==> src/design/gnd_pkg.sv <==
`timescale 1ns / 1ps
// shared types and constants for the grid diffusion block
package gnd_pkg;

    // fixed field widths of the command and result beats
    localparam int OP_W      = 2;
    localparam int COORD_W   = 8;
    localparam int VALUE_W   = 16;
    localparam int BLEND_W   = 9;
    localparam int CFG_W     = 9;
    localparam int CFG_IDX_W = 2;

    // blend weight is in 256ths
    localparam int BLEND_SHIFT = 8;

    // command opcodes
    localparam logic [OP_W-1:0] OP_WRITE = 2'd0;
    localparam logic [OP_W-1:0] OP_READ  = 2'd1;
    localparam logic [OP_W-1:0] OP_STEP  = 2'd2;

    // configuration register indexes
    localparam logic [CFG_IDX_W-1:0] CFG_GRID_WIDTH  = 2'd0;
    localparam logic [CFG_IDX_W-1:0] CFG_GRID_HEIGHT = 2'd1;

    // configuration reset values
    localparam logic [CFG_W-1:0] GRID_WIDTH_RESET  = 9'd200;
    localparam logic [CFG_W-1:0] GRID_HEIGHT_RESET = 9'd200;

    // command beat
    typedef struct packed {
        logic [OP_W-1:0]    op;
        logic [COORD_W-1:0] col;
        logic [COORD_W-1:0] row;
        logic [VALUE_W-1:0] value;
        logic [BLEND_W-1:0] blend;
    } item_t;

    // result beat
    typedef struct packed {
        logic [VALUE_W-1:0] read_value;
        logic               step_saturated;
    } result_t;

    // control of the shared neighbour accumulator
    typedef struct packed {
        logic clear;
        logic add;
    } acc_ctl_t;

endpackage

==> src/design/gnd_blend.sv <==
`timescale 1ns / 1ps
// blended read arithmetic: front + blend/256 * (back - front), rounded and clamped
module gnd_blend
    import gnd_pkg::*;
#(
    parameter int CELL_BITS = 16
) (
    input  logic                 clk,
    input  logic                 load,
    input  logic [CELL_BITS-1:0] front_q,
    input  logic [CELL_BITS-1:0] back_q,
    input  logic [BLEND_W-1:0]   blend,
    output logic [VALUE_W-1:0]   value
);

    localparam int DIFF_W = CELL_BITS + 1;
    localparam int PROD_W = CELL_BITS + BLEND_W + 2;
    localparam int T_W    = CELL_BITS + BLEND_W + 3;
    localparam int V_W    = T_W - BLEND_SHIFT;
    localparam logic signed [T_W-1:0] ROUND = T_W'(1 << (BLEND_SHIFT - 1));

    logic signed [DIFF_W-1:0]  diff;
    logic signed [BLEND_W:0]   blend_s;
    logic signed [PROD_W-1:0]  prod;
    logic signed [PROD_W-1:0]  prod_reg;
    logic [CELL_BITS-1:0]      front_reg;
    logic signed [T_W-1:0]     f_ext;
    logic signed [T_W-1:0]     p_ext;
    logic signed [T_W-1:0]     t;
    logic [V_W-1:0]            v;
    logic [CELL_BITS-1:0]      clamped;

    // input side: difference and product, registered on load
    assign diff    = signed'({1'b0, back_q}) - signed'({1'b0, front_q});
    assign blend_s = signed'({1'b0, blend});
    assign prod    = blend_s * diff;

    always_ff @(posedge clk)
    begin
        if (load)
        begin
            prod_reg  <= prod;
            front_reg <= front_q;
        end
    end

    // output side: add, round, scale down and clamp
    assign f_ext = T_W'(front_reg);
    assign p_ext = T_W'(prod_reg);
    assign t     = (f_ext <<< BLEND_SHIFT) + p_ext + ROUND;
    assign v     = t[T_W-1:BLEND_SHIFT];

    always_comb
    begin
        if (t[T_W-1])
        begin
            clamped = '0;
        end
        else if (|v[V_W-1:CELL_BITS])
        begin
            clamped = {CELL_BITS{1'b1}};
        end
        else
        begin
            clamped = v[CELL_BITS-1:0];
        end
    end

    assign value = VALUE_W'(clamped);

endmodule

==> config.mk <==
export PLATFORM = sky130hd
export DESIGN_NAME = gnd_blend
export DESIGN_NICKNAME = d
export VERILOG_FILES = /design/src/design/gnd_pkg.sv /design/src/design/gnd_blend.sv
export SDC_FILE = /design/constraint.sdc
export NUM_CORES = 1
export LEC_CHECK = 0
export ABC_AREA = 1
export ABC_CLOCK_PERIOD_IN_PS = 8300
export BUFFER_PORTS_ARGS = -buffer_cell sky130_fd_sc_hd__clkbuf_2
export CORE_MARGIN = 4
export CORE_UTILIZATION = 40
export DETAILED_ROUTE_END_ITERATION = 10
export MAX_ROUTING_LAYER = met4
export PLACE_DENSITY_LB_ADDON = 0.08
export SLEW_MARGIN = 30
export SYNTH_ARGS = -nofsm -noshare
export SYNTH_HDL_FRONTEND = slang
export SYNTH_SLANG_ARGS = --single-unit
==> constraint.sdc <==
create_clock -name clk -period 8.3 [get_ports clk]
set_input_delay 2.075 -clock clk [delete_from_list [all_inputs] [get_ports clk]]
set_output_delay 2.075 -clock clk [all_outputs]
set_load 0.02 [all_outputs]
; Word level (Yosys, flattened, before mapping)
; Index checks and enable logic that the tools add are counted.
[word_totals]
regBits = 43
input_bits = 43
output_inout_bits = 16
elab_cells = 9
[classes]
add_sub_neg = 3
n_mul = 1
n_mux = 2
reduce_logical = 1
[ops]
columns = op, count
row1 = 2-to-1 mux 16 bit, 2
row2 = adder 25 x 27 -> 28 bit, 1
row3 = adder 28 x 9 -> 28 bit (second input constant), 1
row4 = multiplier 10 x 17 -> 27 bit, 1
row5 = subtractor 16 x 16 -> 17 bit, 1
row6 = OR reduction 4 bit, 1

; Logic depth before layout (Yosys ltp)
[depth]
word_depth = 5
ltp_mapped = 33
ltp_nobuf = 32

; Worst setup path before layout
; No wires, ideal clock.
[synth_path]
path_type = input-to-reg
startpoint = input port back_q[0]
endpoint = register prod_reg[26], data pin
setup_ns = 0.253
arrival_ns = 7.501
t_required_ns = 8.047
slack_ns = 0.546
stages = 29
path_buffers = 1
cell_sequence = inv_1 > ha_1 > fa_1 > nand3b_1 > nand2_1 > nand2_1 > nand3_2 > nand2_1 > nand2_1 > nor2_1 > fa_1 > inv_1 > fa_1 > inv_1 > fa_1 > inv_1 > fa_1 > fa_1 > inv_1 > ha_1 > clkbuf_1 > nand2_1 > nor2_1 > a211oi_1 > o21ai_0 > a21oi_1 > nand2_1 > nand2_1 > nand2_1
[synth_between]
elab_chain_cells = 2
[synth_rtl]
columns = element, line
row1 = from (decl), gnd_blend.sv:11  ; input logic [CELL_BITS-1:0] back_q,
row2 = subtractor 16 x 16 -> 17 bit, gnd_blend.sv:34  ; assign diff = signed'({1'b0, back_q}) - signed'({1'b0, front_q});
row3 = multiplier 10 x 17 -> 27 bit, gnd_blend.sv:36  ; assign prod = blend_s * diff;
row4 = named net prod[26], gnd_blend.sv:24  ; logic signed [PROD_W-1:0] prod;
row5 = to (signal assigned), gnd_blend.sv:42  ; prod_reg <= prod;
row6 = to (decl), gnd_blend.sv:25  ; logic signed [PROD_W-1:0] prod_reg;
; The timed path passes the listed nets, and every way through them passes these cells.
; A chain may end at the register's enable or synchronous reset.

; Worst setup path in the final report
[layout_path]
startpoint = input port front_q[0]
endpoint = register prod_reg[24], data pin
[layout_between]
elab_chain_cells = 2
[layout_rtl]
columns = element, line
row1 = from (decl), gnd_blend.sv:10  ; input logic [CELL_BITS-1:0] front_q,
row2 = subtractor 16 x 16 -> 17 bit, gnd_blend.sv:34
row3 = multiplier 10 x 17 -> 27 bit, gnd_blend.sv:36
row4 = named net prod[24], gnd_blend.sv:24
; The timed path passes the listed nets, and every way through them passes these cells.

==> impl_summary.txt <==
----------------------------------------------------
[Status]
  Outcome ... complete, no violations

[Routing]
  Wire length on met1 ... 11.8 mm
  Number of remaining DRC errors ... 0
  Pre-Repair DR Iteration Count ... 5
  Via count normalized by instance count ... approximately 4.8
  DR WL/cell ... 15.7 um
  Met2 routed WL ... ~12 mm
  Routed Wire Length ... 25.0 mm
  DR vias ... approximately 7600
  Count of routing violations after the opening detailed-route iteration ... around 480
  Wire length on met3 ... 800 um
  Number of nets still failing antenna checks after routing ... 0
  Top metal layer carrying routed signals ... met4

[STA]
  Final setup violation count ... 0
  Total negative slack for setup checks ... 0 ps
  Period utilisation layout ... 0.964
  Worst slew slack as a fraction of its limit ... 0.371
  Final Hold Violating Endpoints ... 0
  Minimum clock period ... approximately 8000 ps
  Worst Max-Slew Pin Slew ... roughly 940 ps
  Maximum frequency from static timing analysis ... 125 MHz
  RSZ-0062 raised after global routing ... true
  Number of slew-limit violations in the final report ... 0
  Worst slack on hold paths ... 1980 ps

[Floorplan]
  Die Span Y ... between 150 and 200 um
  Width of the chip ... 157 um
  Die ar. ... 24800 um2
  Io pins ... 59
  Starting density of the core ... 0.408
  Core Area ... roughly 22000 um2
  Row Count ... 54

[Synthesis]
  Count of mapped cells out of synthesis ... around 1200
  FF+latch count, synth ... 36
  Count of yosys warnings during synthesis ... 0
  Yosys top cell by area ... fa_1
  Number of nets in the synthesized netlist ... 1453
  Predominant post-synthesis flop cell ... edfxtp_1
  Synth top area share ... 0.292
  Number of flops mapped to enable cells by yosys ... 36
  Ranking of synthesized cells by area ... fa_1, ha_1, edfxtp_1
  Cell area after technology mapping ... about 9000 um2
  Average footprint of a synthesized cell ... between 7 and 8 um2
  Proportion of synthesized flip-flops having asynchronous set or reset ... 0
  Sequential area share after synthesis ... 0.121
  Post-synthesis cell type count ... 37

[Critical path]
  Required time of the worst setup path ... between 8000 and 9000 ps
  Endpoint type of the worst setup path ... register
  Worst path arrival time ... about 8000 ps
  Critical Path Source Type ... input port
  Crit-path max FO ... 5
  Start-to-end type of the worst setup path ... input port to register

[Finish]
  Final Net Count ... 1569
  Number of flip-flops in the largest register ... 20
  Share of layout cells above drive strength 1 ... 0.125
  Most frequent standard cell in the layout excluding fill and tap cells ... inv_1
  Commonest non-fill, non-tap cells in the layout ... inv_1, nand2_1, nor2_1, fa_1, ha_1
  Synth-to-Final Area Change ... 14.2%
  Ant. Diodes ... 0

[Clocking]
  Post-CTS clock slew at the launch and capture registers of the worst setup and hold paths ... around 50 ps
  Clock root buffer ... clkbuf_16
  Longest Clk Path Bufs ... 2
  Number of levels in the clock H-tree ... 2
  CTS tree ... built
  Clock buffers created by TritonCTS ... 5
  Cts-stage hold buffer count ... 0
  Number of clock sinks ... 36

[Place]
  Final Wtd Congestion ... around 0.9
  HPWL Detailed ... between 20 and 25 mm
  Number of port buffers ... just under 60

[GRT]
  Gr usage total ... 0.216
  Maximum number of pins on one net before global-route repair ... 37
  Initial antenna violation count ... 0
  Number of global-route vias before repair ... a little under 8000
  Wire length of the first global-routing pass ... slightly above 40 mm
  Residual overflow from global routing ... 0

[Worst hold path]
  Classification of the worst-slack hold path ... input port to register

[Flow run]
  MaxCap Viol Count ... 0

----------------------------------------------------
## critical path: stages
cell	delay, ps
clkbuf_2	100
ha_1	210
fa_1	380
nand3b_1	160
nand2_1	110
nand2_1	80
nand3_2	130
nand2_2	90
o21bai_4	150
xor2_2	310
nand2_1	110
fa_1	500
inv_1	60
fa_1	480
fa_1	530
fa_1	550
inv_1	60
fa_1	530
inv_1	50
ha_1	360
nand2_1	90
nand2_1	130
a31oi_1	250
o21ai_0	170
a21oi_1	150
nand2_1	80
xor2_1	140
## what timing repair did
item,in CTS,in global routing
resized for setup,0,17
setup buffers,0,0
setup endpoints to repair,0,10
## stage by stage
step	area, um2	instances	setup WS, ps	util
finish	10200	1587	298	0.466
global route	10200	1587	-20.7	0.466
CTS	10100	1587	168	0.463
detailed placement	9990	1580	-113	0.456
global placement	9990	1580	-29.9	0.456
floorplan	8920	1191	546	-
## path summary, 6_finish.rpt
check / start / to / depth (start not counted)
setup / recovery: front_q[0] / prod_reg[24]$_DFFE_PP_ / 27
hold / removal: front_q[13] / front_reg[13]$_DFFE_PP_ / 1
## kinds of logic (layout without fill, tap and decap cells)
| family | Yosys count | in the layout | synth area share |
|---|---|---|---|
| simple gates | 501 | 501 | 0.231 |
| buf+inv | 288 | 404 | 0.122 |
| fa+ha+maj | 219 | 219 | 0.416 |
| compound gates | 104 | 104 | 0.0660 |
| xor+xnor | 43 | 43 | 0.0430 |
| flops | 36 | 36 | 0.121 |
## area by class of cell
type,count,area (um2)
clock buffers,5,125
clock inverters,2,12.5
fillers,2342,11700
inverters,274,1030
multi-input cells,867,6820
flip-flops and latches,36,1080
well taps,280,350
repair buffers,123,778
## cells in the mapped netlist, drive strengths merged, types with 6 or more instances
library cell  number
ha                89
a21oi             54
xnor2             19
o21ai             21
a31oi              6
a21o               6
nor2             187
fa               130
o21bai             9
xor2              24
edfxtp            36
nand3             56
clkbuf            11
nand2            229
nand4              7
nor3               8
inv              272
## per-layer routing
metal | GRT usage | up-vias
li1 | - | 3846
met1 | 0.296 | 3637
met2 | 0.365 | 134
met3 | 0.0162 | 17
met4 | 0.0270 | 0
met5 | - | -
Power is left out: the tool's default activity adds up to more than one toggle a clock period on the data nets, which glitch-free logic cannot reach.
