==> config.mk <==
export PLATFORM = sky130hd
export DESIGN_NAME = gnd_acc
export DESIGN_NICKNAME = d
export VERILOG_FILES = /design/src/design/gnd_pkg.sv /design/src/design/gnd_acc.sv
export SDC_FILE = /design/constraint.sdc
export NUM_CORES = 1
export LEC_CHECK = 0
export BUFFER_PORTS_ARGS = -buffer_cell sky130_fd_sc_hd__buf_2
export CAP_MARGIN = 10
export CORE_ASPECT_RATIO = 0.7
export CORE_MARGIN = 5
export CORE_UTILIZATION = 50
export DETAILED_ROUTE_END_ITERATION = 6
export PLACE_DENSITY_LB_ADDON = 0.12
export SLEW_MARGIN = 40
export SYNTH_ARGS = -nofsm -noshare
export SYNTH_HDL_FRONTEND = slang
export SYNTH_SLANG_ARGS = --single-unit
export TNS_END_PERCENT = 20
==> constraint.sdc <==
create_clock -name clk -period 2.2 [get_ports clk]
set_input_delay 0.66 -clock clk [delete_from_list [all_inputs] [get_ports clk]]
set_output_delay 0.66 -clock clk [all_outputs]
set_load 0.1 [all_outputs]
==> src/design/gnd_pkg.sv <==
`timescale 1ns / 1ps
// shared types and constants for the grid diffusion block
package gnd_pkg;

    // fixed field widths of the command and result beats
    localparam int OP_W      = 2;
    localparam int COORD_W   = 8;
    localparam int VALUE_W   = 16;
    localparam int BLEND_W   = 9;
    localparam int CFG_W     = 9;
    localparam int CFG_IDX_W = 2;

    // blend weight is in 256ths
    localparam int BLEND_SHIFT = 8;

    // command opcodes
    localparam logic [OP_W-1:0] OP_WRITE = 2'd0;
    localparam logic [OP_W-1:0] OP_READ  = 2'd1;
    localparam logic [OP_W-1:0] OP_STEP  = 2'd2;

    // configuration register indexes
    localparam logic [CFG_IDX_W-1:0] CFG_GRID_WIDTH  = 2'd0;
    localparam logic [CFG_IDX_W-1:0] CFG_GRID_HEIGHT = 2'd1;

    // configuration reset values
    localparam logic [CFG_W-1:0] GRID_WIDTH_RESET  = 9'd200;
    localparam logic [CFG_W-1:0] GRID_HEIGHT_RESET = 9'd200;

    // command beat
    typedef struct packed {
        logic [OP_W-1:0]    op;
        logic [COORD_W-1:0] col;
        logic [COORD_W-1:0] row;
        logic [VALUE_W-1:0] value;
        logic [BLEND_W-1:0] blend;
    } item_t;

    // result beat
    typedef struct packed {
        logic [VALUE_W-1:0] read_value;
        logic               step_saturated;
    } result_t;

    // control of the shared neighbour accumulator
    typedef struct packed {
        logic clear;
        logic add;
    } acc_ctl_t;

endpackage

==> src/design/gnd_acc.sv <==
`timescale 1ns / 1ps
// shared neighbour accumulator with halving and saturation
module gnd_acc
    import gnd_pkg::*;
#(
    parameter int CELL_BITS = 16
) (
    input  logic                 clk,
    input  acc_ctl_t             ctl,
    input  logic [CELL_BITS-1:0] operand,
    output logic [CELL_BITS-1:0] half_sat,
    output logic                 sat
);

    // eight neighbours need three extra bits
    localparam int SUM_W = CELL_BITS + 3;

    logic [SUM_W-1:0]     sum_reg;
    logic [SUM_W-1:0]     sum_next;
    logic [SUM_W-2:0]     half;

    // clear at the first neighbour, add one neighbour per cycle
    always_comb
    begin
        sum_next = sum_reg;
        if (ctl.clear)
        begin
            sum_next = '0;
        end
        else if (ctl.add)
        begin
            sum_next = sum_reg + SUM_W'(operand);
        end
    end

    always_ff @(posedge clk)
    begin
        sum_reg <= sum_next;
    end

    // truncating half, clamped to the cell maximum
    assign half     = sum_reg[SUM_W-1:1];
    assign sat      = |half[SUM_W-2:CELL_BITS];
    assign half_sat = sat ? {CELL_BITS{1'b1}} : half[CELL_BITS-1:0];

endmodule

# --- After elaboration in Yosys (flattened, before gate mapping) ---
# Index checks and enable logic that the tools add are counted.
totals:
  elab_cells: 4
  register_bits: 19
  inputBits: 19
classes:
  muxes: 1
  add_sub_neg: 1
  reduce_logical: 1
ops:
  columns: ["operator", "n"]
  rows:
  - ["19-bit by 16-bit adder with 19-bit output", 1]
  - ["16-bit two-way mux", 1]
  - ["2-bit OR reduction", 1]

# --- Logic depth before layout (Yosys ltp) ---
logic_depth:
  ltp_word: 2
  ltp_mapped: 9
  mapped_depth_nobuf: 9

# --- Worst setup path after synthesis ---
# No wires, ideal clock.
synth_path:
  path_kind: "input to register"
  startpoint: "input port operand[0]"
  endpoint: "register sum_reg[18]"
  setup_ns: 0.121
  arrival_ns: 2.244
  n_path_buf: 0
  stages: 9
  path_slack_ns: -0.165
  cell_sequence: "ha_1 inv_1 fa_1 and2b_1 o2111ai_1 nand2_2 a21oi_4 o21ai_2 mux2_4"
synth_via:
  elab_chain_len: 1
synth_rtl:
  columns: ["element", "line", "text"]
  rows:
  - ["from (decl)", "gnd_acc.sv:10", "input logic [CELL_BITS-1:0] operand,"]
  - ["19-bit by 16-bit adder with 19-bit output", "gnd_acc.sv:32", "sum_next = sum_reg + SUM_W'(operand);"]
  - ["to (signal assigned)", "gnd_acc.sv:38", "sum_reg <= sum_next;"]
  - ["to (decl)", "gnd_acc.sv:18", "logic [SUM_W-1:0] sum_reg;"]
# Every way passes these cells.
# A chain may end at the register's enable or synchronous reset.

# --- Worst setup path in the final report ---
# Ends and elaborated chain as after synthesis.

==> results_dict.tcl <==
set metrics [dict create \
    status "completed" \
    grt_pass1_wl_um 8397 \
    worstPathMaxFanout 3 \
    hp-class "register to register" \
    cts-root-buf "clkbuf_8" \
    synth_nets 254 \
    holdBufCountCts 0 \
    ys_async_sr_fraction_pct 0 \
    p_leak_uw 0.001168 \
    final_cells 325 \
    antenna_cells 0 \
    overflow 0 \
    crit_end "sum_reg[18]" \
    path_cells "buf_6, ha_4, inv_2, fa_2, and2b_2, o2111ai_4, nand2_2, a21oi_4, o21ai_2, mux2_4" \
    worstSetupPathType "input pin to register" \
    relSlewSlack_pct 56.36 \
    clock_skew_ns 0.004981 \
    ys_types 53 \
    grt_max_degree 32 \
    die_area_um2 4879 \
    slew_violations 0 \
    crit_arrival_ns 2.34 \
    fin_crit_sh_pct 99.21 \
    slowest_stage "mux2_4" \
    largest_reg_flops 19 \
    globalRouteTotalUtil_pct 22.50 \
    synth.ff_latch_count 19 \
    avgRoutedWirePerCell_um 15.97 \
    internal-power_uw 1078 \
    synth_compound_area_share_pct 24.00 \
    critPathMaxStageDelay_ns 0.29 \
    ff2ff_path_depth 9 \
    gp_congestion 0.9462 \
    antenna_left 0 \
    cts_buffers 3 \
    num_rows 18 \
    cp.required_ns 2.35 \
    power_switching_uw 963.1 \
    synth_xor_area_share_pct 3.930 \
    syn2layout_area_growth_pct 42.67 \
    cts.sinks 19 \
    vias 1865 \
    synth_top_flop_cell "dfxtp_1" \
    coreArea_um2 3491 \
    routed_wirelength_um 5189 \
    syn_area_um2 1783 \
    nets 312 \
    ys_top_cells_by_area "dfxtp_1, ha_1, or3_1" \
    place_ws_ns -0.3028 \
    io_pins 36 \
    endpoint_kind "register" \
    powerDensity_nw_per_um2 802.4 \
    drc 0 \
    layout-drive-gt1-share_pct 35.64 \
    worst_pin_slew_ns 0.6538 \
    die_h_um 59.96 \
    max_freq_ghz 0.4582 \
    power_frac_comb_pct 66.0 \
    r2r-start "sum_reg[0]" \
    synthCells 218 \
    vdd.ir_drop.worst_mv 0.5111 \
    grt_pass1_vias 1754 \
    start_util_pct 51.08 \
    finalHoldViolCount 0 \
    period_minus_slack_ns 2.183 \
    synth.avg_cell_area_um2 8.179 \
    dp.cells 319 \
    synth-edff-count 0 \
    dieWidth_um 81.38 \
    setup_ws_ns 0.01732 \
    critPathLaunch "operand[0]" \
    htree_levels 1 \
    yosysTopAreaCellShare_pct 21.33 \
    synth-simple-area-share_pct 26.74 \
    clock_path_buffers 2 \
    seq_area_frac_synth_pct 21.33 \
    clk_latency_ns 0.26 \
    dp_hpwl_um 3736 \
    startpoint_type "input pin" \
    path_clk_slew_ns 0.08 \
    synth_top_family_by_area "simple AND/OR/NAND/NOR gates" \
    vias_per_cell 5.738 \
    synth_top_area_cell "dfxtp_1" \
    pwr-share-seq_pct 21.2 \
    rr_endpoint "sum_reg[18]" \
    port_buffers 35 \
    muxShareOfSynthArea_pct 5.614 \
    cts_tree "built" \
    synth_fa_ha_area_share_pct 12.35 \
    regToRegSetupSlack_ns 0.11 \
    rsz0062_at_grt "yes" \
    setup_viol 0 \
    p_clk_share_pct 12.8 \
    firstDrtPassIters 4 \
    drv_cap 0 \
    drtIter0Drc 99 \
    yosysWarnings 0 \
    swShare_pct 47.18 \
    antenna_found_initial 0 \
]
-- critical path, delay by kind of cell --
| family | cells | cell delay, ns |
|---|---|---|
| AOI/OAI and AO/OA | 3 | 0.53 |
| adders and majority gates | 2 | 0.34 |
| buffers and inverters | 2 | 0.15 |
| muxes | 1 | 0.29 |
| and+or+nand+nor | 2 | 0.36 |
-- placed cells by master, fill, tap and decap left out, types with 2 or more instances in the layout --
master,synthesis,routed
a21o_1,9,9
a21oi_1,14,10
a21oi_2,1,5
and3_1,2,2
buf_12,0,17
buf_2,2,17
buf_4,3,31
clkbuf_8,1,3
dfxtp_1,19,19
ha_1,16,12
ha_2,0,2
ha_4,0,2
inv_1,4,3
mux2_4,2,2
mux2i_1,7,7
nand2_1,13,13
nand2b_1,8,8
nand3_1,5,5
nand4_1,5,5
nor2_1,19,19
nor2b_1,3,3
nor3_1,3,3
nor3b_1,3,3
o21a_1,5,5
o21ai_0,8,7
o21ai_1,2,2
o21ai_2,2,3
o22ai_1,4,4
o41ai_2,2,2
or3_1,19,19
xnor2_1,5,5
xor2_1,3,3
-- area by class of cell --
| type | instances | area [um2] |
|---|---|---|
| well taps | 50 | 62.56 |
| inverters | 4 | 15.01 |
| clock buffers | 4 | 45.04 |
| fillers | 271 | 947.2 |
| repair buffers | 66 | 669.4 |
| flip-flops and latches | 19 | 380.4 |
| multi-input cells | 182 | 1371 |
-- power by group through the flow --
| stage | sequential, uW | clock [uW] | combinational (uW) |
|---|---|---|---|
| after floorplan | 425 | 0 | 848 |
| after global routing | 440 | 285 | 1420 |
| final | 433 | 261 | 1350 |
| after detailed placement | 437 | 0 | 1290 |
| after global placement | 437 | 0 | 1270 |
| after CTS | 430 | 266 | 1310 |
-- synthesized netlist by cell type (all sizes together) (2+ instances only) --
| master | instances |
|---|---|
| xnor2 | 5 |
| xor2 | 3 |
| o211ai | 2 |
| inv | 4 |
| nor3 | 3 |
| mux2i | 7 |
| and3 | 2 |
| nand3 | 5 |
| mux2 | 2 |
| nor2 | 19 |
| o41ai | 2 |
| or3 | 19 |
| ha | 16 |
| a21o | 9 |
| a31oi | 2 |
| nor3b | 3 |
| nand2 | 14 |
| dfxtp | 19 |
| nor2b | 3 |
| a21oi | 16 |
| o21ai | 12 |
| o22ai | 4 |
| nand2b | 8 |
| clkbuf | 5 |
| nand4 | 5 |
| buf | 7 |
| o21a | 5 |
-- worst min-delay path by stage --
| stage | start | endpoint | slack (ns) | depth (start not counted) |
|---|---|---|---|---|
| finish | sum_reg[10] | sum_reg[10] | 0.50 | 2 |
| floorplan | sum_reg[10] | sum_reg[10] | 0.46 | 2 |
| global route | sum_reg[10] | sum_reg[10] | 0.52 | 2 |
| detailed placement | sum_reg[10] | sum_reg[10] | 0.48 | 2 |
| CTS | sum_reg[10] | sum_reg[10] | 0.50 | 2 |
| global placement | sum_reg[0] | sum_reg[0] | 0.49 | 2 |
-- stage by stage --
| stage | hold slack, ns | setup TNS [ns] | utilization (%) | power [uW] | cell area (um2) |
|---|---|---|---|---|---|
| after floorplan | 0.4579 | -0.2077 | - | 1274 | 1792 |
| after global placement | 0.4869 | -2.444 | 69.03 | 1708 | 2410 |
| after detailed placement | 0.4843 | -2.989 | 69.03 | 1722 | 2410 |
| after CTS | 0.5050 | -0.02353 | 71.76 | 2008 | 2505 |
| after global routing | 0.5171 | -0.04314 | 72.87 | 2147 | 2544 |
| final | 0.4999 | 0 | 72.87 | 2041 | 2544 |
-- routing by layer --
layer,wire [um],track usage (%)
met5,0,0
met1,2401,31.58
met3,384,4.518
met2,2358,35.85
met4,46,4.337
-- logic make-up (layout without fill, tap and decap cells) --
kind of cell / Yosys count / count (layout)
buffers and inverters: 17 / 74
muxes: 9 / 9
xor gates and xnor gates: 8 / 8
DFF: 19 / 19
AOI/OAI and AO/OA: 60 / 60
adders and majority gates: 17 / 17
and+or+nand+nor: 88 / 88
-- timing repair --
| action | in CTS | in global routing |
|---|---|---|
| endpoints found under the setup margin | 4 | 11 |
| pin swaps | 6 | 8 |
| cloned | 0 | 0 |
| gates resized for setup | 9 | 8 |
| buffers inserted | 1 | 1 |
Note: power is estimated with default switching activity, not from simulation.
